<file path="config.mk">
export PLATFORM = sky130hd
export DESIGN_NAME = bine_ctrl
export DESIGN_NICKNAME = d
export VERILOG_FILES = /design/src/hw/rtl/bine_pkg.sv /design/src/hw/rtl/bine_ctrl.sv
export SDC_FILE = /design/constraint.sdc
export NUM_CORES = 1
export LEC_CHECK = 0
export BUFFER_PORTS_ARGS = -buffer_cell sky130_fd_sc_hd__buf_2
export CAP_MARGIN = 20
export CORE_MARGIN = 3
export CORE_UTILIZATION = 56
export DETAILED_ROUTE_END_ITERATION = 7
export PLACE_DENSITY = 0.95
export SLEW_MARGIN = 10
export SYNTH_ARGS = -nofsm -noshare
export SYNTH_HDL_FRONTEND = slang
export SYNTH_SLANG_ARGS = --single-unit
</file>
<file path="constraint.sdc">
create_clock -name clk -period 3.5 [get_ports clk]
set_input_delay 0.525 -clock clk [delete_from_list [all_inputs] [get_ports clk]]
set_output_delay 0.525 -clock clk [all_outputs]
set_load 0.01 [all_outputs]
</file>
<file path="src/hw/rtl/bine_pkg.sv">
// shared types and constants for the b+ tree internal node engine
// no dependencies
package bine_pkg;

  localparam int KEY_SLOTS = 255;
  localparam int CNT_W     = $clog2(KEY_SLOTS + 1);
  localparam int IDX_W     = CNT_W + 1;
  localparam int KEY_AW    = $clog2(KEY_SLOTS);
  localparam int CH_AW     = $clog2(KEY_SLOTS + 1);
  localparam logic [11:0] THR_RESET = 12'd2048;

  typedef enum logic [2:0] {
    K_INIT = 3'd0, K_LOOKUP = 3'd1, K_INSERT = 3'd2, K_LEFT = 3'd3,
    K_RIGHT = 3'd4, K_SETKEY = 3'd5, K_DELETE = 3'd6, K_LEND = 3'd7
  } kind_t;

  typedef enum logic [2:0] {
    ST_OK = 3'd0, ST_NOT_FOUND = 3'd1, ST_NO_LEFT = 3'd2,
    ST_NO_RIGHT = 3'd3, ST_FULL = 3'd4
  } st_code_t;

  typedef enum logic [4:0] {
    OP_NONE, OP_LOAD, OP_INIT, OP_STATUS, OP_LEND, OP_RD_KEY, OP_RD_CHILD,
    OP_IDX_INC, OP_RD_NBR_L, OP_RD_NBR_R, OP_TAKE_CHILD, OP_INS_START,
    OP_INS_RD, OP_INS_WR, OP_INS_PUT, OP_SET_KEY, OP_DEL_TAKE, OP_DEL_RD,
    OP_DEL_WR, OP_DEL_END, OP_FINISH
  } dp_op_t;

  typedef enum logic [3:0] {
    S_IDLE, S_DISPATCH, S_SCAN_RD, S_SCAN_CMP, S_CH_RD, S_CH_TAKE,
    S_INS_CHK, S_INS_WR, S_FIND_RD, S_FIND_CMP, S_DEL_TAKE, S_DEL_CHK,
    S_DEL_WR, S_DONE
  } state_t;

  typedef struct packed {
    dp_op_t   op;
    st_code_t st;
  } cmd_t;

  typedef struct packed {
    kind_t kind;
    logic  idx_lt_held;
    logic  idx_gt_held;
    logic  idx_eq_held;
    logic  idx_zero;
    logic  idx_gt_pos;
    logic  del_more;
    logic  key_le;
    logic  child_eq;
    logic  full;
    logic  out_busy;
  } flags_t;

endpackage

</file>
<file path="src/hw/rtl/bine_ctrl.sv">
// sequencer for the node engine: walks scans and shifts step by step
// depends on bine_pkg
module bine_ctrl (
  input  logic            clk,
  input  logic            rst_n,
  input  logic            in_valid,
  output logic            in_ready,
  input  bine_pkg::flags_t flg,
  output bine_pkg::cmd_t  cmd
);
  bine_pkg::state_t state_r, state_nxt;

  always_ff @(posedge clk) begin
    if (!rst_n) begin
      state_r <= bine_pkg::S_IDLE;
    end else begin
      state_r <= state_nxt;
    end
  end

  logic is_lookup;
  assign is_lookup = (flg.kind == bine_pkg::K_LOOKUP);

  always_comb begin
    state_nxt = state_r;
    case (state_r)
      bine_pkg::S_IDLE: if (in_valid) state_nxt = bine_pkg::S_DISPATCH;
      bine_pkg::S_DISPATCH: begin
        case (flg.kind)
          bine_pkg::K_LOOKUP: state_nxt = bine_pkg::S_SCAN_RD;
          bine_pkg::K_INSERT:
            state_nxt = flg.full ? bine_pkg::S_DONE : bine_pkg::S_SCAN_RD;
          bine_pkg::K_LEFT, bine_pkg::K_RIGHT, bine_pkg::K_SETKEY,
          bine_pkg::K_DELETE: state_nxt = bine_pkg::S_FIND_RD;
          default: state_nxt = bine_pkg::S_DONE;
        endcase
      end
      bine_pkg::S_SCAN_RD: begin
        if (flg.idx_lt_held) state_nxt = bine_pkg::S_SCAN_CMP;
        else state_nxt = is_lookup ? bine_pkg::S_CH_RD : bine_pkg::S_INS_CHK;
      end
      bine_pkg::S_SCAN_CMP: begin
        if (flg.key_le) state_nxt = bine_pkg::S_SCAN_RD;
        else state_nxt = is_lookup ? bine_pkg::S_CH_RD : bine_pkg::S_INS_CHK;
      end
      bine_pkg::S_CH_RD: state_nxt = bine_pkg::S_CH_TAKE;
      bine_pkg::S_CH_TAKE: state_nxt = bine_pkg::S_DONE;
      bine_pkg::S_INS_CHK:
        state_nxt = flg.idx_gt_pos ? bine_pkg::S_INS_WR : bine_pkg::S_DONE;
      bine_pkg::S_INS_WR: state_nxt = bine_pkg::S_INS_CHK;
      bine_pkg::S_FIND_RD:
        state_nxt = flg.idx_gt_held ? bine_pkg::S_DONE : bine_pkg::S_FIND_CMP;
      bine_pkg::S_FIND_CMP: begin
        if (!flg.child_eq) begin
          state_nxt = bine_pkg::S_FIND_RD;
        end else begin
          case (flg.kind)
            bine_pkg::K_LEFT:
              state_nxt = flg.idx_zero ? bine_pkg::S_DONE : bine_pkg::S_CH_TAKE;
            bine_pkg::K_RIGHT:
              state_nxt = flg.idx_eq_held ? bine_pkg::S_DONE : bine_pkg::S_CH_TAKE;
            bine_pkg::K_DELETE:
              state_nxt = flg.idx_eq_held ? bine_pkg::S_DONE : bine_pkg::S_DEL_TAKE;
            default: state_nxt = bine_pkg::S_DONE;
          endcase
        end
      end
      bine_pkg::S_DEL_TAKE: state_nxt = bine_pkg::S_DEL_CHK;
      bine_pkg::S_DEL_CHK:
        state_nxt = flg.del_more ? bine_pkg::S_DEL_WR : bine_pkg::S_DONE;
      bine_pkg::S_DEL_WR: state_nxt = bine_pkg::S_DEL_CHK;
      bine_pkg::S_DONE: if (!flg.out_busy) state_nxt = bine_pkg::S_IDLE;
      default: state_nxt = bine_pkg::S_IDLE;
    endcase
  end

  always_comb begin
    cmd.op   = bine_pkg::OP_NONE;
    cmd.st   = bine_pkg::ST_OK;
    in_ready = 1'b0;
    case (state_r)
      bine_pkg::S_IDLE: begin
        in_ready = 1'b1;
        if (in_valid) cmd.op = bine_pkg::OP_LOAD;
      end
      bine_pkg::S_DISPATCH: begin
        case (flg.kind)
          bine_pkg::K_INIT: cmd.op = bine_pkg::OP_INIT;
          bine_pkg::K_INSERT: begin
            if (flg.full) begin
              cmd.op = bine_pkg::OP_STATUS;
              cmd.st = bine_pkg::ST_FULL;
            end
          end
          bine_pkg::K_LEND: cmd.op = bine_pkg::OP_LEND;
          default: cmd.op = bine_pkg::OP_NONE;
        endcase
      end
      bine_pkg::S_SCAN_RD: begin
        if (flg.idx_lt_held) cmd.op = bine_pkg::OP_RD_KEY;
        else if (!is_lookup) cmd.op = bine_pkg::OP_INS_START;
      end
      bine_pkg::S_SCAN_CMP: begin
        if (flg.key_le) cmd.op = bine_pkg::OP_IDX_INC;
        else if (!is_lookup) cmd.op = bine_pkg::OP_INS_START;
      end
      bine_pkg::S_CH_RD: cmd.op = bine_pkg::OP_RD_CHILD;
      bine_pkg::S_CH_TAKE: cmd.op = bine_pkg::OP_TAKE_CHILD;
      bine_pkg::S_INS_CHK:
        cmd.op = flg.idx_gt_pos ? bine_pkg::OP_INS_RD : bine_pkg::OP_INS_PUT;
      bine_pkg::S_INS_WR: cmd.op = bine_pkg::OP_INS_WR;
      bine_pkg::S_FIND_RD: begin
        if (flg.idx_gt_held) begin
          cmd.op = bine_pkg::OP_STATUS;
          cmd.st = bine_pkg::ST_NOT_FOUND;
        end else begin
          cmd.op = bine_pkg::OP_RD_CHILD;
        end
      end
      bine_pkg::S_FIND_CMP: begin
        if (!flg.child_eq) begin
          cmd.op = bine_pkg::OP_IDX_INC;
        end else if (flg.kind == bine_pkg::K_LEFT) begin
          if (flg.idx_zero) begin
            cmd.op = bine_pkg::OP_STATUS;
            cmd.st = bine_pkg::ST_NO_LEFT;
          end else begin
            cmd.op = bine_pkg::OP_RD_NBR_L;
          end
        end else if (flg.idx_eq_held) begin
          cmd.op = bine_pkg::OP_STATUS;
          cmd.st = bine_pkg::ST_NO_RIGHT;
        end else begin
          case (flg.kind)
            bine_pkg::K_RIGHT: cmd.op = bine_pkg::OP_RD_NBR_R;
            bine_pkg::K_SETKEY: cmd.op = bine_pkg::OP_SET_KEY;
            default: cmd.op = bine_pkg::OP_RD_KEY;
          endcase
        end
      end
      bine_pkg::S_DEL_TAKE: cmd.op = bine_pkg::OP_DEL_TAKE;
      bine_pkg::S_DEL_CHK:
        cmd.op = flg.del_more ? bine_pkg::OP_DEL_RD : bine_pkg::OP_DEL_END;
      bine_pkg::S_DEL_WR: cmd.op = bine_pkg::OP_DEL_WR;
      bine_pkg::S_DONE: if (!flg.out_busy) cmd.op = bine_pkg::OP_FINISH;
      default: cmd.op = bine_pkg::OP_NONE;
    endcase
  end
endmodule

</file>
Yosys cells after proc, flatten, opt, wreduce, memory -nomap -nowiden
Index checks and enable logic that the tools add are counted.
Operators by class
  equality and inequality tests: 22
  multiplexer cells: 39
  reductions and logical operators: 5
Operator list (number)
  5-bit one-hot mux with 14 select lines: 1
  4-bit one-hot mux with 13 select lines: 1
  4-bit 2-to-1 mux: 10
  5-bit 2-to-1 mux: 5
  4-bit == test, second input constant: 6
  4-bit one-hot mux with 3 select lines: 2
  3-bit 2-to-1 mux: 7
  3-bit one-hot mux with 3 select lines: 2
  4-bit by 3-bit == test with 1-bit output, second input constant: 4
  3-bit == test, second input constant: 4
  2-bit 2-to-1 mux: 5
  4-bit by 2-bit == test with 1-bit output, second input constant: 2
  8-bit 2-to-1 mux: 1
  4-bit one-hot mux with 2 select lines: 1
  3-bit by 2-bit == test with 1-bit output, second input constant: 2
  4-bit by 1-bit == test with 1-bit output, second input constant: 1
  4-bit zero test: 1
  1-bit 2-to-1 mux: 4
  2-bit inequality test, second input constant: 2
  4-bit OR reduction: 1
  3-bit by 1-bit == test with 1-bit output, second input constant: 1
  3-bit zero test: 1
  2-bit AND reduction: 1
  2-bit OR reduction: 1
Word-level totals
  register bits after elaboration: 4
  input port bits: 16
  output and inout bits: 9
  logic and storage cells: 67

Depth between registers and ports, before layout
Gate-level depths: netlist (run 1).
  depth in word-level cells: 6
  gate-level depth with buffers: 6
  mapped depth without buffers: 4

Worst setup path before layout (run 1)
No wires, ideal clock.
  path kind: input -> output
  from: in flg[11] in the netlist's numbering
  to: out cmd[3] in the netlist's numbering
  arrival time: 1419 ps
  data required time: 2975 ps
  path slack: 1556 ps
  stages: 4
  path buffers: 0
  cell sequence: nor3b_4 a21oi_1 o21a_1 a2111o_1
RTL lines
  from (decl): line bine_ctrl.sv:8  | input bine_pkg::flags_t flg,
  to (decl): line bine_ctrl.sv:9  | output bine_pkg::cmd_t cmd

==> metrics.md, run 1 <==
| Metric | Value |
|---|---|
| Core area | `1400 µm²` |
| Most frequent cell after synthesis | `nand2_1` |
| Mapped Area | `between 800 and 900 µm²` |
| GRT Total Usage | `0.248` |
| Synth warnings | `0` |
| Reg with most FFs | `state_r` |
| Number of synthesized flops with an enable pin | `0` |
| Final #Nets | `between 150 and 200` |
| Clock tree from TritonCTS | `yes` |
| HP Class | `in -> reg` |
| Cts hold-fix bufs | `0` |
| Max-slew headroom | `0.518` |
| Synth top area cells | `dfxtp_1, o21ai_0, nand2_1` |
| # IOs | `25` |
| Worst Path Arrival | `2.05 ns` |
| Wirelength per Cell | `between 15 and 20 µm` |
| CTS resizes | `0` |
| Share of the synthesized area in the top cell type | `0.0900` |
| Initial DRT Pass Iterations | `4` |
| Die ar. | `2100 µm²` |
| Fmax | `0.388 GHz` |
| Largest net degree at the start of global routing | `24` |
| Sequential share of the synthesized area | `0.0900` |
| ANT nets after route | `0` |
| Design Area, Final | `980 µm²` |
| Post-synth ARST share | `0` |
| Critical Path Fanout Max | `23` |
| Layout cells sized above 1 | `0.257` |
| Initial antenna violation count | `0` |
| Slew @ Worst Pin | `0.722 ns` |
| WL final | `about 2400 µm` |
| Cell variety after synth | `57` |
| Worst-path clk slew | `~0.040 ns` |
| Clock Sinks | `4` |
| Slew Limit Fails | `0` |
| Clock root buffer | `clkbuf_4` |
| CTS Buffer Depth | `2` |
| Worst Setup End Kind | `output pin` |
| Min-delay src | `rst_n` |
| Status | `finished, final reports clean` |
| RSZ-0062 raised after global routing | `no` |
| FF-to-FF End | `state_r[0]` |
| Drt initial violations | `70` |
| Clk_lat worst skew | `0.24 ns` |
| Mapped Cells | `124` |
| ANT cells | `0` |
| Chip width | `45.9 µm` |
| Largest area contributor in the netlist | `dfxtp_1` |
| Area of the multi-input gates | `716 µm²` |
| DR vias | `1,020` |
| Syn_area_per_cell | `7.17 µm²` |
| Die Y | `45.9 µm` |
| Vias in the first global route | `a little under 900` |
| Period utilization | `0.737` |
| Pwr dens | `716 nW/µm²` |
| Final hold violation count | `0` |
| Clk_skew | `0.00548 ns` |
| Setup CP Type | `reg -> out` |
| Cell Rows | `13` |
| Fill cells | `123` |
| Hold WS | `0.555 ns` |
| Leak | `0.000418 µW` |
| Critical Path Source | `state_r[1]` |
| Crit path capture | `cmd[3]` |
| Max reg flops | `4` |
| Num CTS Buffers | `3` |
| First-pass GRT wire length | `3940 µm` |
| Reg2Reg Depth | `4` |
| IO Port Bufs | `24` |
| Top cells by count, synth | `nand2_1, nor2_1, o21ai_0` |
| Min Clock Period, post-route | `between 2 and 3 ns` |
| Top Registers | `state_r (4)` |
| Final HPWL DP | `~1800 µm` |
| Area after DPL | `957 µm²` |
| Worst vdd ir | `0.000469 V` |
| Worst R2R Setup Slack | `1.78 ns` |
| Setup TNS | `0 ns` |
| Setup violations, final | `0` |
| Req. time, crit path | `2.97 ns` |
| Post-CTS Setup Inserts | `0` |
| H-Tree Depth | `1` |
| Layout area overhead | `10.1%` |
| Register bit total from synthesis | `4` |
| Avg Vias per Cell | `6.58` |
| Startpoint types | `flop` |
| Predominant post-synthesis flop cell | `dfxtp_1` |
| Mapped Nets | `140` |
| Starting Density | `0.636` |
| Gp weighted congestion | `0.890` |
| FF+latch area | `80.1 µm²` |
| GR Overflow Total | `0` |
| FF-to-FF Start | `state_r[2]` |
| DRC | `0` |
| Max-Cap Viols | `0` |
[placed cells by master, fill, tap and decap left out, types with 2 or more instances in the layout]
cell / synthesis / layout
o21ai_1: 4 / 4
nand2b_1: 3 / 3
o211ai_1: 3 / 3
nor2b_1: 6 / 6
and2b_1: 2 / 2
inv_1: 4 / 4
inv_2: 2 / 2
o21ai_0: 8 / 8
nand2_1: 10 / 10
a21oi_1: 6 / 6
o31ai_1: 2 / 2
clkbuf_4: 1 / 3
and4bb_1: 2 / 2
buf_2: 6 / 24
nor2_1: 8 / 8
a311oi_1: 2 / 2
nor3b_1: 2 / 2
dfxtp_1: 4 / 4
nor3b_2: 2 / 2
nand3b_1: 3 / 3
a21o_1: 2 / 2
o21a_1: 3 / 3
nand3_1: 3 / 3
[worst max-delay path: stages, from the launching register on]
cell and delay, ns:
dfxtp_1 0.74, nor3b_1 0.18, o21ai_0 0.29, a21oi_1 0.11, a2111o_1 0.36, buf_2 0.14
[report_power, final]
group	leakage (µW)	switching, µW	internal [µW]	total, µW
logic	0.000371	235	226	461
registers	0.0000331	116	67.9	184
clock network	0.0000138	18.6	38.3	56.9
[through the flow]
stage	setup slack, ns	util	total power [µW]	std cells
2_1_floorplan	1.56	-	532	124
3_3_place_gp	1.19	0.684	618	152
3_5_place_dp	1.14	0.684	633	152
4_1_cts	0.958	0.700	695	155
5_1_grt	0.789	0.700	766	155
6_report	0.921	0.700	702	155
[metal layers]
layer,up-vias,track usage,part of all wire
met1,444,0.353,0.45
met2,65,0.374,0.44
met3,6,0.0553,0.093
li1,505,-,-
met4,0,0.0568,0.016
met5,-,0,0
[worst min path at each step]
stage | endpoint | slack [ns] | cells past startpoint
floorplan | state_r[1] | 0.65 | 1
global placement | state_r[3] | 0.79 | 1
detailed placement | state_r[1] | 0.80 | 2
CTS | state_r[2] | 0.55 | 3
global route | state_r[1] | 0.56 | 2
finish | state_r[2] | 0.55 | 3
[cell families (layout without fill, tap and decap cells)]
| kind of cell | count (synthesis) | after routing | synth area share |
|---|---|---|---|
| DFF | 4 | 4 | 0.0900 |
| muxes | 1 | 1 | 0.0113 |
| buffers and inverters | 17 | 33 | 0.105 |
| and+or+nand+nor | 53 | 53 | 0.394 |
| AOI/OAI and AO/OA | 49 | 49 | 0.399 |
[layout make-up]
class                      count  area share
clock buffer                   3      0.0230
tap                           15      0.0192
timing repair buffer          24       0.123
sequential                     4      0.0817
multi-input combinational    103       0.731
inverter                       6      0.0230
Note: power is estimated with default switching activity, not from simulation.
==> inputs of run 2 (changes only) <==
- CORE_UTILIZATION: 56 -> 52
- PLACE_DENSITY: 0.95 -> 0.91
- clock period: 3.5 -> 2.4 ns (I/O delays scaled with it)
==> metrics.md, run 2 (synthesis results as in run 1) <==
| Metric | Value |
|---|---|
| Most common cell after layout, fill and taps aside | `buf_2` |
| Clk_skew | `0.00225 ns (-0.00323 ns)` |
| Most frequent cells in the layout | `buf_2, nand2_1, nor2_1` |
| H-Tree Depth | `1 (unchanged)` |
| Layout area overhead | `12.8%` |
| Setup violations, final | `0 (unchanged)` |
| Worst Setup End Kind | `output pin` |
| Critical-path top delay cell | `dfxtp_1` |
| Clock tree from TritonCTS | `yes` |
| Vias in the first global route | `870 (-1.5%)` |
| Layout cells sized above 1 | `0.273 (+0.0156)` |
| Largest net degree at the start of global routing | `22 (-8.3%)` |
| Met1 Usage GRT | `0.330 (-0.0232)` |
| Die Y | `47.4 µm (+3.3%)` |
| Pwr dens | `1060 nW/µm² (+48%)` |
| First-pass GRT wire length | `3920 µm (-0.51%)` |
| DR vias | `1,033 (+1.3%)` |
| Reg with most FFs | `state_r` |
| Leak | `0.000434 µW (+3.8%)` |
| Initial DRT Pass Iterations | `4 (unchanged)` |
| Fmax | `around 0.43 GHz` |
| Critical Path Fanout Max | `21 (-8.7%)` |
| # IOs | `25 (unchanged)` |
| Starting Density | `0.571 (-0.0653)` |
| DRC | `0 (unchanged)` |
| CP max stage delay | `0.73 ns (about the same)` |
| Startpoint types | `flop` |
| Min Clock Period, post-route | `2.31 ns` |
| Design Area, Final | `1000 µm² (+2.4%)` |
| Slew Limit Fails | `0 (unchanged)` |
| GR Layer Usage met2 | `0.398 (+0.0248)` |
| Setup CP Type | `reg -> out` |
| Final HPWL DP | `1870 µm (+3.8%)` |
| GRT Total Usage | `0.238 (-0.00973)` |
| Core area | `1560 µm² (+11%)` |
| Worst vdd ir | `0.000616 V (+31%)` |
| ANT nets after route | `0 (unchanged)` |
| Final hold violation count | `0 (unchanged)` |
| Max reg flops | `4 (unchanged)` |
| Clock Sinks | `4 (unchanged)` |
| Die ar. | `2240 µm² (+6.7%)` |
| Req. time, crit path | `2.04 ns (-0.93 ns)` |
| Area after DPL | `981 µm² (+2.5%)` |
| Worst Path Arrival | `1.95 ns (-0.10 ns)` |
| WHS Path Cells | `2 (-1)` |
| Wirelength per Cell | `15.4 µm (-0.24%)` |
| Initial antenna violation count | `0 (unchanged)` |
| Grt peak-use layer | `met2` |
| WL final | `2450 µm (+2.3%)` |
| Crit-path cells | `and4bb_2 > nand2_1 > o21bai_1 > o221ai_1 > buf_2` |
| CTS Buffer Depth | `2 (unchanged)` |
| Post-CTS Setup Inserts | `0 (unchanged)` |
| Chip width | `47.4 µm (+3.3%)` |
| HP Class | `in -> reg` |
| Max-Cap Viols | `0 (unchanged)` |
| Worst-path clk slew | `0.04 ns (about the same)` |
| Avg Vias per Cell | `6.50 (-1.3%)` |
| Drt initial violations | `53 (-24%)` |
| Area of the multi-input gates | `716 µm² (unchanged)` |
| Setup TNS | `0 ns (unchanged)` |
| Num CTS Buffers | `3 (unchanged)` |
| Clock root buffer | `clkbuf_4` |
| ANT cells | `0 (unchanged)` |
| Gp weighted congestion | `0.898 (+0.90%)` |
| IO Port Bufs | `24 (unchanged)` |
| Reg2Reg Depth | `4 (unchanged)` |
| Met3 Use GR | `0.0345 (-0.0209)` |
| FF+latch area | `80.1 µm² (unchanged)` |
| Period utilization | `0.962` |
| Max-slew headroom | `0.559 (+0.0410)` |
| Cell Rows | `14 (+1)` |
| Status | `finished, final reports clean` |
| Fill cells | `138 (+12%)` |
| GR Overflow Total | `0 (unchanged)` |
| RSZ-0062 raised after global routing | `no` |
| Slew @ Worst Pin | `0.661 ns (-0.0614 ns)` |
| Clk_lat worst skew | `0.24 ns (about the same)` |
| Final #Nets | `161 (+1.9%)` |
| Top Registers | `state_r (4)` |
## run 2: cell types whose count changed in the layout (fill, tap and decap cells not counted), sizes merged
cell  before  now
buf       24   27
## run 2: final timing paths
path | endpoint | start | slack, ns
max | cmd[6] | state_r[3] | 0.09
min reg2reg | state_r[3] | state_r[2] | 0.80
min | state_r[1] | rst_n | 0.38
max reg2reg | state_r[0] | state_r[3] | 0.65
## run 2: worst max-delay path, delay by kind of cell (launching register included)
family	cells	cell delay, ns
AOI/OAI and AO/OA	2	0.26
buffers and inverters	1	0.16
DFF	1	0.73
and+or+nand+nor	2	0.54
## run 2: timing repair
action | CTS | global route
hold buffers | 0 | 0
gates resized for setup | 0 | 1
endpoints found under the setup margin | 0 | 1
## run 2: power breakdown
group          switching (µW)  internal, µW  total [µW]
logic                     394           357         751
clock network            31.1          56.2        87.3
registers                 128          99.0         227
## run 2: final cells by class
type,instances,share of cell area
well taps,16,0.0200
inverters,6,0.0224
repair buffers,27,0.142
multi-input cells,103,0.713
clock buffers,3,0.0224
flip-flops and latches,4,0.0798
## run 2: layer usage
layer / vias to the layer above / wire length [µm]
met5: - / 0
met4: 0 / 0
met3: 0 / 193
met2: 56 / 1200
met1: 468 / 1060
li1: 509 / -
## run 2: metrics by stage
step / utilization / power [µW] / cells / worst slack (ns) / hold WS (ns)
after detailed placement: 0.629 / 962 / 156 / 0.385 / 0.633
after floorplan: - / 776 / 124 / 0.786 / 0.488
after global placement: 0.629 / 938 / 156 / 0.428 / 0.624
after CTS: 0.644 / 1050 / 159 / 0.105 / 0.385
final: 0.644 / 1070 / 159 / 0.0912 / 0.385
after global routing: 0.644 / 1140 / 159 / 0.0103 / 0.391
